[src/sv/md2_pkg.sv]
// Shared types and constants for the MD2 digest core.
// Holds the 256-entry substitution table and the sizes of the block,
// the work area and the lane group. No dependencies.
package md2_pkg;

  typedef logic [7:0] byte_t;

  localparam int unsigned BLOCK_BYTES = 16;
  localparam int unsigned WORK_BYTES  = 48;
  localparam int unsigned LANES       = 4;
  localparam int unsigned WORK_WORDS  = WORK_BYTES / LANES;
  localparam int unsigned BLOCK_WORDS = BLOCK_BYTES / LANES;
  localparam int unsigned ROUNDS      = 18;

  typedef logic [LANES-1:0][7:0]       lane_word_t;
  typedef logic [BLOCK_BYTES-1:0][7:0] block_t;
  typedef logic [WORK_BYTES-1:0][7:0]  work_t;

  localparam byte_t SBOX [256] = '{
    8'd41,  8'd46,  8'd67,  8'd201, 8'd162, 8'd216, 8'd124, 8'd1,
    8'd61,  8'd54,  8'd84,  8'd161, 8'd236, 8'd240, 8'd6,   8'd19,
    8'd98,  8'd167, 8'd5,   8'd243, 8'd192, 8'd199, 8'd115, 8'd140,
    8'd152, 8'd147, 8'd43,  8'd217, 8'd188, 8'd76,  8'd130, 8'd202,
    8'd30,  8'd155, 8'd87,  8'd60,  8'd253, 8'd212, 8'd224, 8'd22,
    8'd103, 8'd66,  8'd111, 8'd24,  8'd138, 8'd23,  8'd229, 8'd18,
    8'd190, 8'd78,  8'd196, 8'd214, 8'd218, 8'd158, 8'd222, 8'd73,
    8'd160, 8'd251, 8'd245, 8'd142, 8'd187, 8'd47,  8'd238, 8'd122,
    8'd169, 8'd104, 8'd121, 8'd145, 8'd21,  8'd178, 8'd7,   8'd63,
    8'd148, 8'd194, 8'd16,  8'd137, 8'd11,  8'd34,  8'd95,  8'd33,
    8'd128, 8'd127, 8'd93,  8'd154, 8'd90,  8'd144, 8'd50,  8'd39,
    8'd53,  8'd62,  8'd204, 8'd231, 8'd191, 8'd247, 8'd151, 8'd3,
    8'd255, 8'd25,  8'd48,  8'd179, 8'd72,  8'd165, 8'd181, 8'd209,
    8'd215, 8'd94,  8'd146, 8'd42,  8'd172, 8'd86,  8'd170, 8'd198,
    8'd79,  8'd184, 8'd56,  8'd210, 8'd150, 8'd164, 8'd125, 8'd182,
    8'd118, 8'd252, 8'd107, 8'd226, 8'd156, 8'd116, 8'd4,   8'd241,
    8'd69,  8'd157, 8'd112, 8'd89,  8'd100, 8'd113, 8'd135, 8'd32,
    8'd134, 8'd91,  8'd207, 8'd101, 8'd230, 8'd45,  8'd168, 8'd2,
    8'd27,  8'd96,  8'd37,  8'd173, 8'd174, 8'd176, 8'd185, 8'd246,
    8'd28,  8'd70,  8'd97,  8'd105, 8'd52,  8'd64,  8'd126, 8'd15,
    8'd85,  8'd71,  8'd163, 8'd35,  8'd221, 8'd81,  8'd175, 8'd58,
    8'd195, 8'd92,  8'd249, 8'd206, 8'd186, 8'd197, 8'd234, 8'd38,
    8'd44,  8'd83,  8'd13,  8'd110, 8'd133, 8'd40,  8'd132, 8'd9,
    8'd211, 8'd223, 8'd205, 8'd244, 8'd65,  8'd129, 8'd77,  8'd82,
    8'd106, 8'd220, 8'd55,  8'd200, 8'd108, 8'd193, 8'd171, 8'd250,
    8'd36,  8'd225, 8'd123, 8'd8,   8'd12,  8'd189, 8'd177, 8'd74,
    8'd120, 8'd136, 8'd149, 8'd139, 8'd227, 8'd99,  8'd232, 8'd109,
    8'd233, 8'd203, 8'd213, 8'd254, 8'd59,  8'd0,   8'd29,  8'd57,
    8'd242, 8'd239, 8'd183, 8'd14,  8'd102, 8'd88,  8'd208, 8'd228,
    8'd166, 8'd119, 8'd114, 8'd248, 8'd235, 8'd117, 8'd75,  8'd10,
    8'd49,  8'd68,  8'd80,  8'd180, 8'd143, 8'd237, 8'd31,  8'd26,
    8'd219, 8'd153, 8'd141, 8'd51,  8'd159, 8'd17,  8'd131, 8'd20
  };

endpackage

[src/sv/md2_sbox_unit.sv]
// Four-lane chained substitution unit shared by checksum and mixing.
// Depends on md2_pkg for the S table and the lane word type.
module md2_sbox_unit (
  input  md2_pkg::byte_t      chain_in,
  input  md2_pkg::lane_word_t x,
  input  md2_pkg::lane_word_t m,
  output md2_pkg::lane_word_t y,
  output md2_pkg::byte_t      chain_out
);

  // each lane feeds its result forward as the next lane's chain byte
  always_comb begin
    md2_pkg::byte_t c;
    c = chain_in;
    for (int i = 0; i < int'(md2_pkg::LANES); i++) begin
      y[i] = x[i] ^ md2_pkg::SBOX[c ^ m[i]];
      c    = y[i];
    end
    chain_out = c;
  end

endmodule

[src/sv/md2_message_digest_core.sv]
// MD2 message digest core: sequencer, block/checksum/hash state and output stage.
// Depends on md2_pkg and md2_sbox_unit.
//
// Send message bytes as beats with tuser = 0, then one beat with tuser = 1 to
// finish; the digest comes out as two 64-bit beats, first digest byte in the
// top bits, tuser = word index, tlast on the second. Other absorb beats leave
// tready high; the sixteenth byte of a block holds it low while the block is
// processed (load, checksum, then mixing). A finish holds tready low through
// the padded block, then the checksum block, then the hand-off of the digest
// to the output register, which waits until the previous digest has drained.
// The work is done by the four-lane chained S-table unit, 12 passes of it per
// round over the 48-byte work area, 18 rounds. The digest waits in its own
// register, so a new message may start while it is still being read out.
module md2_message_digest_core (
  input  logic        clk,
  input  logic        rst,
  input  logic        s_axis_tvalid,
  output logic        s_axis_tready,
  input  logic [7:0]  s_axis_tdata,   // [7:0] data_byte
  input  logic        s_axis_tuser,   // [0] cmd
  output logic        m_axis_tvalid,
  input  logic        m_axis_tready,
  output logic [63:0] m_axis_tdata,   // [63:0] digest_word
  output logic        m_axis_tuser,   // [0] word_index
  output logic        m_axis_tlast    // last_word
);

  typedef enum logic [2:0] {
    ST_IDLE,
    ST_LOAD,
    ST_CSUM,
    ST_MIX,
    ST_DONE
  } state_t;

  state_t                state;
  logic [3:0]            fill_count;
  md2_pkg::block_t       block_buf;
  md2_pkg::block_t       csum;
  md2_pkg::block_t       hash_st;
  md2_pkg::work_t        work;
  md2_pkg::byte_t        chain;
  logic [4:0]            round;
  logic [3:0]            step;
  logic                  fin;
  logic                  ck_pass;
  md2_pkg::block_t       digest;
  logic                  out_pending;
  logic                  out_idx;

  md2_pkg::lane_word_t   unit_x;
  md2_pkg::lane_word_t   unit_m;
  md2_pkg::lane_word_t   unit_y;
  md2_pkg::byte_t        unit_chain;
  md2_pkg::block_t       load_blk;
  md2_pkg::byte_t        pad;
  logic [63:0]           word0;
  logic [63:0]           word1;

  md2_sbox_unit u_sbox (
    .chain_in  (chain),
    .x         (unit_x),
    .m         (unit_m),
    .y         (unit_y),
    .chain_out (unit_chain)
  );

  always_comb begin
    if (state == ST_CSUM) begin
      unit_x = csum[md2_pkg::LANES-1:0];
      unit_m = block_buf[md2_pkg::LANES-1:0];
    end else begin
      unit_x = work[md2_pkg::LANES-1:0];
      unit_m = '0;
    end
  end

  assign load_blk      = ck_pass ? csum : block_buf;
  assign pad           = 8'(5'd16 - {1'b0, fill_count});
  assign s_axis_tready = (state == ST_IDLE);

  always_ff @(posedge clk) begin
    if (rst) begin
      state       <= ST_IDLE;
      fill_count  <= '0;
      csum        <= '0;
      hash_st     <= '0;
      chain       <= '0;
      round       <= '0;
      step        <= '0;
      fin         <= 1'b0;
      ck_pass     <= 1'b0;
      out_pending <= 1'b0;
      out_idx     <= 1'b0;
    end else begin
      if (m_axis_tvalid && m_axis_tready) begin
        out_idx <= ~out_idx;
        if (out_idx) begin
          out_pending <= 1'b0;
        end
      end

      unique case (state)
        ST_IDLE: begin
          if (s_axis_tvalid) begin
            if (!s_axis_tuser) begin
              block_buf[fill_count] <= s_axis_tdata;
              fill_count            <= fill_count + 4'd1;
              if (fill_count == 4'(md2_pkg::BLOCK_BYTES - 1)) begin
                state <= ST_LOAD;
              end
            end else begin
              // pad the tail with N bytes of value N
              for (int k = 0; k < int'(md2_pkg::BLOCK_BYTES); k++) begin
                if (k >= int'(fill_count)) begin
                  block_buf[k] <= pad;
                end
              end
              fill_count <= '0;
              fin        <= 1'b1;
              state      <= ST_LOAD;
            end
          end
        end

        ST_LOAD: begin
          work  <= {hash_st ^ load_blk, load_blk, hash_st};
          chain <= ck_pass ? 8'd0 : csum[md2_pkg::BLOCK_BYTES-1];
          round <= '0;
          step  <= '0;
          state <= ck_pass ? ST_MIX : ST_CSUM;
        end

        ST_CSUM: begin
          csum      <= {unit_y, csum[md2_pkg::BLOCK_BYTES-1:md2_pkg::LANES]};
          block_buf <= {block_buf[md2_pkg::LANES-1:0],
                        block_buf[md2_pkg::BLOCK_BYTES-1:md2_pkg::LANES]};
          if (step == 4'(md2_pkg::BLOCK_WORDS - 1)) begin
            chain <= '0;
            step  <= '0;
            state <= ST_MIX;
          end else begin
            chain <= unit_chain;
            step  <= step + 4'd1;
          end
        end

        ST_MIX: begin
          work <= {unit_y, work[md2_pkg::WORK_BYTES-1:md2_pkg::LANES]};
          if (step == 4'(md2_pkg::WORK_WORDS - 1)) begin
            step  <= '0;
            chain <= unit_chain + {3'b000, round};
            round <= round + 5'd1;
            if (round == 5'(md2_pkg::ROUNDS - 1)) begin
              // rotation is back in place: bytes 0..15 of the next work area
              hash_st <= work[md2_pkg::BLOCK_BYTES+md2_pkg::LANES-1:md2_pkg::LANES];
              if (ck_pass) begin
                state <= ST_DONE;
              end else if (fin) begin
                ck_pass <= 1'b1;
                state   <= ST_LOAD;
              end else begin
                state <= ST_IDLE;
              end
            end
          end else begin
            chain <= unit_chain;
            step  <= step + 4'd1;
          end
        end

        ST_DONE: begin
          // hold until the previous digest has fully drained
          if (!out_pending) begin
            digest      <= hash_st;
            out_pending <= 1'b1;
            out_idx     <= 1'b0;
            hash_st     <= '0;
            csum        <= '0;
            fin         <= 1'b0;
            ck_pass     <= 1'b0;
            state       <= ST_IDLE;
          end
        end

        default: begin
          state <= ST_IDLE;
        end
      endcase
    end
  end

  always_comb begin
    for (int k = 0; k < 8; k++) begin
      word0[8*(7-k) +: 8] = digest[k];
      word1[8*(7-k) +: 8] = digest[8+k];
    end
  end

  assign m_axis_tvalid = out_pending;
  assign m_axis_tdata  = out_idx ? word1 : word0;
  assign m_axis_tuser  = out_idx;
  assign m_axis_tlast  = out_idx;

`ifndef NO_ASSERTIONS
  a_mix_step_range: assert property (@(posedge clk) disable iff (rst)
    state == ST_MIX |-> step < 4'(md2_pkg::WORK_WORDS))
    else $error("mixing step counter out of range");

  a_ck_needs_fin: assert property (@(posedge clk) disable iff (rst)
    ck_pass |-> fin)
    else $error("checksum block pass without a finish in progress");

  a_fill_clear_busy: assert property (@(posedge clk) disable iff (rst)
    state != ST_IDLE |-> fill_count == 4'd0)
    else $error("fill count nonzero while a block is processed");

  a_handoff: assert property (@(posedge clk) disable iff (rst)
    (state == ST_DONE && !out_pending) |=> (out_pending && !out_idx && state == ST_IDLE))
    else $error("digest handoff to output stage failed");
`endif

endmodule

[config.mk]
export PLATFORM = sky130hd
export DESIGN_NAME = md2_message_digest_core
export DESIGN_NICKNAME = d
export VERILOG_FILES = /design/src/sv/md2_pkg.sv /design/src/sv/md2_sbox_unit.sv /design/src/sv/md2_message_digest_core.sv
export SDC_FILE = /design/constraint.sdc
export NUM_CORES = 2
export LEC_CHECK = 0
export ABC_AREA = 1
export BUFFER_PORTS_ARGS = -buffer_cell sky130_fd_sc_hd__buf_4
export CORE_MARGIN = 2
export CORE_UTILIZATION = 58
export CTS_CLUSTER_DIAMETER = 50
export DETAILED_ROUTE_END_ITERATION = 10
export HOLD_SLACK_MARGIN = 0.1
export PLACE_DENSITY = 0.77
export SLEW_MARGIN = 40
export SYNTH_ARGS = -nofsm -noshare
export SYNTH_HDL_FRONTEND = slang
export SYNTH_SLANG_ARGS = --single-unit
[constraint.sdc]
create_clock -name clk -period 18.7 [get_ports clk]
set_input_delay 0.935 -clock clk [delete_from_list [all_inputs] [get_ports clk]]
set_output_delay 0.935 -clock clk [all_outputs]
set_load 0.005 [all_outputs]
# ---- Yosys cells after proc, flatten, opt, wreduce, memory -nomap -nowiden
# Memories as Yosys holds them, arrays and structs flattened.
# Index checks and enable logic that the tools add are counted.
dict set report classes {
  add_sub_neg 5
  n_mux 76
  order_cmp 21
  n_eq_ne 30
  reduce_logical 33
  n_bitwise 16
}
# operator count
set op_table {}
lappend op_table {{2-to-1 mux 128 bit} 6}
lappend op_table {{one-hot mux 128 bit (2 select lines)} 3}
lappend op_table {{one-hot mux 384 bit (2 select lines)} 1}
lappend op_table {{2-to-1 mux 8 bit} 27}
lappend op_table {{bitwise mux 128 bit} 1}
lappend op_table {{bitwise XOR 128 bit} 1}
lappend op_table {{AND reduction 4 bit} 17}
lappend op_table {{2-to-1 mux 32 bit} 2}
lappend op_table {{2-to-1 mux 64 bit} 1}
lappend op_table {{bitwise XOR 8 bit} 8}
lappend op_table {{!= test 3 x 2 -> 1 bit (second input constant)} 15}
lappend op_table {{>= comparator 9 bit (second input constant)} 4}
lappend op_table {{NOT 8 -> 9 bit} 4}
lappend op_table {{demux 8 bit (select 4 bit)} 1}
lappend op_table {{>= comparator 4 bit (first input constant)} 7}
lappend op_table {{2-to-1 mux 3 bit} 8}
lappend op_table {{one-hot mux 8 bit (3 select lines)} 1}
lappend op_table {{>= comparator 3 x 4 -> 1 bit (first input constant)} 4}
lappend op_table {{2-to-1 mux 1 bit} 16}
lappend op_table {{one-hot mux 3 bit (5 select lines)} 1}
lappend op_table {{2-to-1 mux 4 bit} 3}
lappend op_table {{one-hot mux 4 bit (3 select lines)} 1}
lappend op_table {{one-hot mux 5 bit (2 select lines)} 1}
lappend op_table {{nonzero test 2 bit} 5}
lappend op_table {{26 further kinds} 43}
dict set report word_totals {
  elab_cells 306
  mem_count 4
  output_inout_bits 68
  register_bits 924
  inputBits 13
  romBits 8192
}
# name depth word_bits read_ports rd_clocked_by_memory_dff write_ports line_no
set mem_list {}
lappend mem_list {{(no name shown)} 256 8 1 0 0 md2_sbox_unit.sv:16} ;# y[i] = x[i] ^ md2_pkg::SBOX[c ^ m[i]];
lappend mem_list {{(no name shown)} 256 8 1 0 0 md2_sbox_unit.sv:16}
lappend mem_list {{(no name shown)} 256 8 1 0 0 md2_sbox_unit.sv:16}
lappend mem_list {{(no name shown)} 256 8 1 0 0 md2_sbox_unit.sv:16}

# ---- Longest topological paths before layout
dict set report logic_depth {
  word_depth 29
  ltp_mapped 77
  ltp_nobuf 74
}

# ---- Cells and area by module
# From an unflattened synthesis, not the netlist that was laid out.
dict set report hier_totals {
  hier_cells 7066
  area_unflattened_um2 54539.8
}
# module area_per_inst_um2 cells_each n_inst seq_area_each_um2
set modules_own_cells {}
lappend modules_own_cells {md2_message_digest_core 40770.4 4191 1 24903.9}
lappend modules_own_cells {md2_sbox_unit 13769.5 2875 1 0.0}

# ---- Worst setup path before layout
# OpenSTA, ideal clock, no wires.
dict set report synth_timing {
  kind {input to register}
  startpoint {in rst}
  endpoint {reg work[0] in the netlist's numbering (enable)}
  setup_slack_ps 311
  t_required_ps 17562
  setup_ps 1138
  n_path_buf 2
  t_arrival_ps 17252
  stages 3
  path_cell_list {clkbuf_1 > clkbuf_1 > nor2_1}
}
dict set report synth_between {
  elab_chain_cells 2
}
# item line_no
set synth_lines {}
lappend synth_lines {{from (decl)} md2_message_digest_core.sv:16} ;# input logic rst,
lappend synth_lines {{NOT 1 bit (no source line)} n/a}
lappend synth_lines {{AND reduction 2 bit (no source line)} n/a}
lappend synth_lines {{to (signal assigned)} md2_message_digest_core.sv:127} ;# work <= {hash_st ^ load_blk, load_blk, hash_st};
lappend synth_lines {{to (signal assigned)} md2_message_digest_core.sv:149} ;# work <= {unit_y, work[md2_pkg::WORK_BYTES-1:md2_pkg::LANES]};
lappend synth_lines {{to (decl)} md2_message_digest_core.sv:41} ;# md2_pkg::work_t work;
# No other way between the ends.
# A chain may end at the register's enable or synchronous reset.

# ---- Worst setup path after layout
dict set report layout_timing {
  startpoint {reg state[1]}
  endpoint {reg chain[6]}
}
dict set report layout_between {
  elab_chain_cells 29
  word_cells_on_any_way 34
  cone_classes {add/sub: 1; eq/ne: 3; mux: 13; bitwise: 12; reduce/logical: 1; memory: 4}
}
# item line_no
set layout_lines {}
lappend layout_lines {{from (decl)} md2_message_digest_core.sv:36} ;# state_t state;
lappend layout_lines {{from (signal assigned)} md2_message_digest_core.sv:131} ;# state <= ck_pass ? ST_MIX : ST_CSUM;
lappend layout_lines {{equality test 3 x 2 -> 1 bit} {md2_message_digest_core.sv:69, md2_message_digest_core.sv:103}}
lappend layout_lines {{2-to-1 mux 32 bit} md2_message_digest_core.sv:69} ;# if (state == ST_CSUM) begin
lappend layout_lines {{bitwise XOR 8 bit} md2_sbox_unit.sv:16}
lappend layout_lines {{NOT 8 -> 9 bit (implied by the code)} md2_sbox_unit.sv:16}
lappend layout_lines {{memory (256 x 8 bit)} n/a}
lappend layout_lines {{2-to-1 mux 8 bit (implied by the code) (2 in series)} md2_sbox_unit.sv:16}
lappend layout_lines {{bitwise XOR 8 bit (2 in series)} md2_sbox_unit.sv:16}
lappend layout_lines {{NOT 8 -> 9 bit (implied by the code)} md2_sbox_unit.sv:16}
lappend layout_lines {{[... 9 more ...]} n/a}
lappend layout_lines {{bitwise XOR 8 bit (2 in series)} md2_sbox_unit.sv:16}
lappend layout_lines {{NOT 8 -> 9 bit (implied by the code)} md2_sbox_unit.sv:16}
lappend layout_lines {{memory (256 x 8 bit)} n/a}
lappend layout_lines {{2-to-1 mux 8 bit (implied by the code) (2 in series)} md2_sbox_unit.sv:16}
lappend layout_lines {{bitwise XOR 8 bit} md2_sbox_unit.sv:16}
lappend layout_lines {{adder 8 x 5 -> 8 bit} md2_message_digest_core.sv:152} ;# chain <= unit_chain + {3'b000, round};
lappend layout_lines {{2-to-1 mux 8 bit} md2_message_digest_core.sv:150} ;# if (step == 4'(md2_pkg::WORK_WORDS - 1)) begin
lappend layout_lines {{one-hot mux 8 bit (3 select lines)} md2_message_digest_core.sv:103} ;# unique case (state)
lappend layout_lines {{to (signal assigned)} md2_message_digest_core.sv:143} ;# chain <= unit_chain;
lappend layout_lines {{to (signal assigned)} md2_message_digest_core.sv:152}
lappend layout_lines {{to (signal assigned)} md2_message_digest_core.sv:167} ;# chain <= unit_chain;
lappend layout_lines {{to (decl)} md2_message_digest_core.sv:42} ;# md2_pkg::byte_t chain;
# Several ways; a longest one is shown, not always the timed one. The select of a mux whose other input is x is not followed.

==> results.tsv <==
stage	metric	value	unit
synth	syn_inst	6901	
setup_path	path_buf_inv	9	
setup_path	cp.required	19.29	ns
drt	wl_per_cell	26.8	um
grt	overflow	0	
setup_path	rr_endpoint	chain[6]$_SDFFE_PP0P_	
setup_path	rrSetupSlack	4.71	ns
sta	period_needed	13.99	ns
die	io_pins	81	
synth	syn_area	53600	um^2
clocking	hold_buffers	0	
clocking	worstSkewPairLatency	0.69	ns
setup_path	crit_type	register to register	
setup_path	crit_path_max_incr_delay	0.80	ns
drt	drt-met1-wl	74600	um
grt	grt_pass1_wl	316000	um
drt	num_vias	53300	
die	fp.dieW	308	um
drt	highest_layer	met4	
clocking	postCtsSetupBuffers	0	
finish	layout-drive-gt1-share	9.52	%
finish	final_cell_mix	nand2_1 (2307), nand3_1 (1103), edfxtp_1 (640)	
setup_path	cp_max_fo	54	
sta	fin_crit_sh	74.8	%
sta	slew_headroom	37.4	%
clocking	h-tree-depth	3	
setup_path	slowest_stage	clkinv_2	
clocking	cts_tree	yes	
grt	antenna_found_initial	2	
finish	final_nets	6814	
finish	multi_input_comb_area	25400	um^2
sta	rsz0062_at_grt	false	
synth	yosysSeqAreaShare	46.4	%
sta	finalSetupViolations	0	
drt	wl_met2	95800	um
hold_path	whs_path_depth	0	
synth	async_reset_ff_share	0	%
die	core_area	91700	um^2
synth	synth_cell_types	64	
drt	routed-wl-met3	24600	um
synth	synth_warnings	0	
place	io_buffers	80	
job	max-cap-violations	0	
finish	design_area	57400	um^2
finish	fill_cells	7663	
synth	synth-edff-count	640	
hold_path	hold_path_end	digest[63]$_DFFE_PP_	
sta	fmax	71.5	MHz
clocking	cts_sinks	924	
sta	finalSetupTns	0	ns
grt	grt_max_degree	132	
die	die_h	308	um
hold_path	hold_class	register to register	
drt	drt-pass1-iter-count	10	
synth	synth-seq-cells	924	
sta	final_hold_viol_count	0	
setup_path	cp_common_cell	nand2_1	
place	hpwl	147000	um
clocking	cts-root-buf	clkbuf_16	
synth	synthFlopType	edfxtp_1	
synth	syn-num-nets	6982	
sta	fin_worst_skew	0.0320	ns
clocking	clock_path_buffers	3	
synth	avgSynthCellArea	7.77	um^2
finish	utilization	62.6	%
clocking	cts_resized	0	
place	place_congestion	1.08	
setup_path	r2r-start	state[1]$_SDFFE_PP0P_	
drt	ant_nets	0	
setup_path	cp-end-kind	register	
die	initial_core_util	58.5	%
finish	final_common_cell	nand2_1	
hold_path	min_from	hash_st[63]$_SDFFE_PP0P_	
clocking	cts_buffers	86	
setup_path	worst_setup_path_start_kind	register	
run_status	status	completed	
drt	drc_errors	0	
setup_path	crit_family	simple AND/OR/NAND/NOR gates	
finish	seqCellArea	24900	um^2
die	row_count	111	
finish	syn_to_final_growth	6.99	%
sta	maxSlewViolCount	0	
sta	tightest_slew	0.930	ns
setup_path	crit_arrival	14.58	ns
drt	drt-total-wl	214000	um
grt	grt_usage	44.2	%
drt	drt_iter0_markers	9616	
place	dpl-instance-area	54400	um^2
setup_path	rr_worst_depth	63	
grt	grt_pass1_vias	50000	
die	dieArea	94900	um^2
clocking	clkTransAtPathRegs	0.06	ns
drt	via_per_inst	6.67	
[kinds of logic after synthesis]
logic type | count (synthesis) | share of synthesized area, %
buffers and inverters | 780 | 6.34
multiplexers | 127 | 2.52
XOR/XNOR | 8 | 0.159
flip-flops | 924 | 46.4
AO/OA/AOI/OAI | 1064 | 11.3
adder cells (fa/ha/maj) | 68 | 1.60
AND/OR/NAND/NOR | 3930 | 31.7
[routing by layer]
layer  vias to the layer above  global-route usage, %
met5                         -                      0
li1                      23200                      -
met4                         0                   31.8
met1                     25000                   54.3
met2                      4144                   69.0
met3                       974                   9.71
[Yosys cell counts (64+ instances only)]
library cell,count,area share [%]
nand2_1,2312,16
nand3_1,1103,10
edfxtp_1,640,36
a21oi_1,488,4.6
inv_1,340,2.4
dfxtp_1,284,11
o21ai_0,252,2.4
nor2_1,235,1.6
clkbuf_1,213,1.5
o211ai_1,149,2.1
or2_2,126,1.5
buf_2,79,0.74
ha_1,67,1.6
mux2_2,64,1.3
nand2_2,64,0.75
[sequential cells by signal, indices dropped and copies added, names as in the netlist, 3 cells and up]
signal and flops:
round 5, block_buf 128, csum 128, digest 128
state 3, work 384, chain 8, fill_count 4
step 4, hash_st 128
[worst reg2reg max path: cells and delay by family, from the launching register on]
family,cells,cell delay [ns]
adder cells (fa/ha/maj),4,1.52
buffers and inverters,9,2.68
AND/OR/NAND/NOR,45,7.51
AO/OA/AOI/OAI,5,1.45
flip-flops,1,0.77
[final cells by class]
class | instances | area share [%]
inverters | 371 | 2.46
diodes | 1 | 0.00436
clock buffers | 126 | 4.26
flip-flops and latches | 924 | 43.4
well taps | 1186 | 2.59
repair buffers | 153 | 2.30
clock inverters | 35 | 0.682
multi-input cells | 5197 | 44.3
[stage by stage]
stage / hold WS [ns] / std cells / setup slack, ns
after detailed placement: 0.423 / 7828 / 5.57
final: 0.438 / 7993 / 4.71
after global placement: 0.414 / 7825 / 5.40
after CTS: 0.436 / 7989 / 5.52
after global routing: 0.446 / 7992 / 4.18
after floorplan: 0.408 / 6901 / 0.311
[worst max-delay path by stage]
stage | start | end | cells after the start
after floorplan | rst | work[0]$_DFFE_PP_ | 3
after detailed placement | state[1]$_SDFFE_PP0P_ | chain[6]$_SDFFE_PP0P_ | 67
after CTS | state[1]$_SDFFE_PP0P_ | chain[6]$_SDFFE_PP0P_ | 67
after global placement | state[1]$_SDFFE_PP0P_ | chain[6]$_SDFFE_PP0P_ | 67
final | state[1]$_SDFFE_PP0P_ | chain[6]$_SDFFE_PP0P_ | 63
after global routing | state[1]$_SDFFE_PP0P_ | chain[6]$_SDFFE_PP0P_ | 63
Power is left out: the tool's default activity adds up to more than one toggle a clock period on the data nets, which glitch-free logic cannot reach.
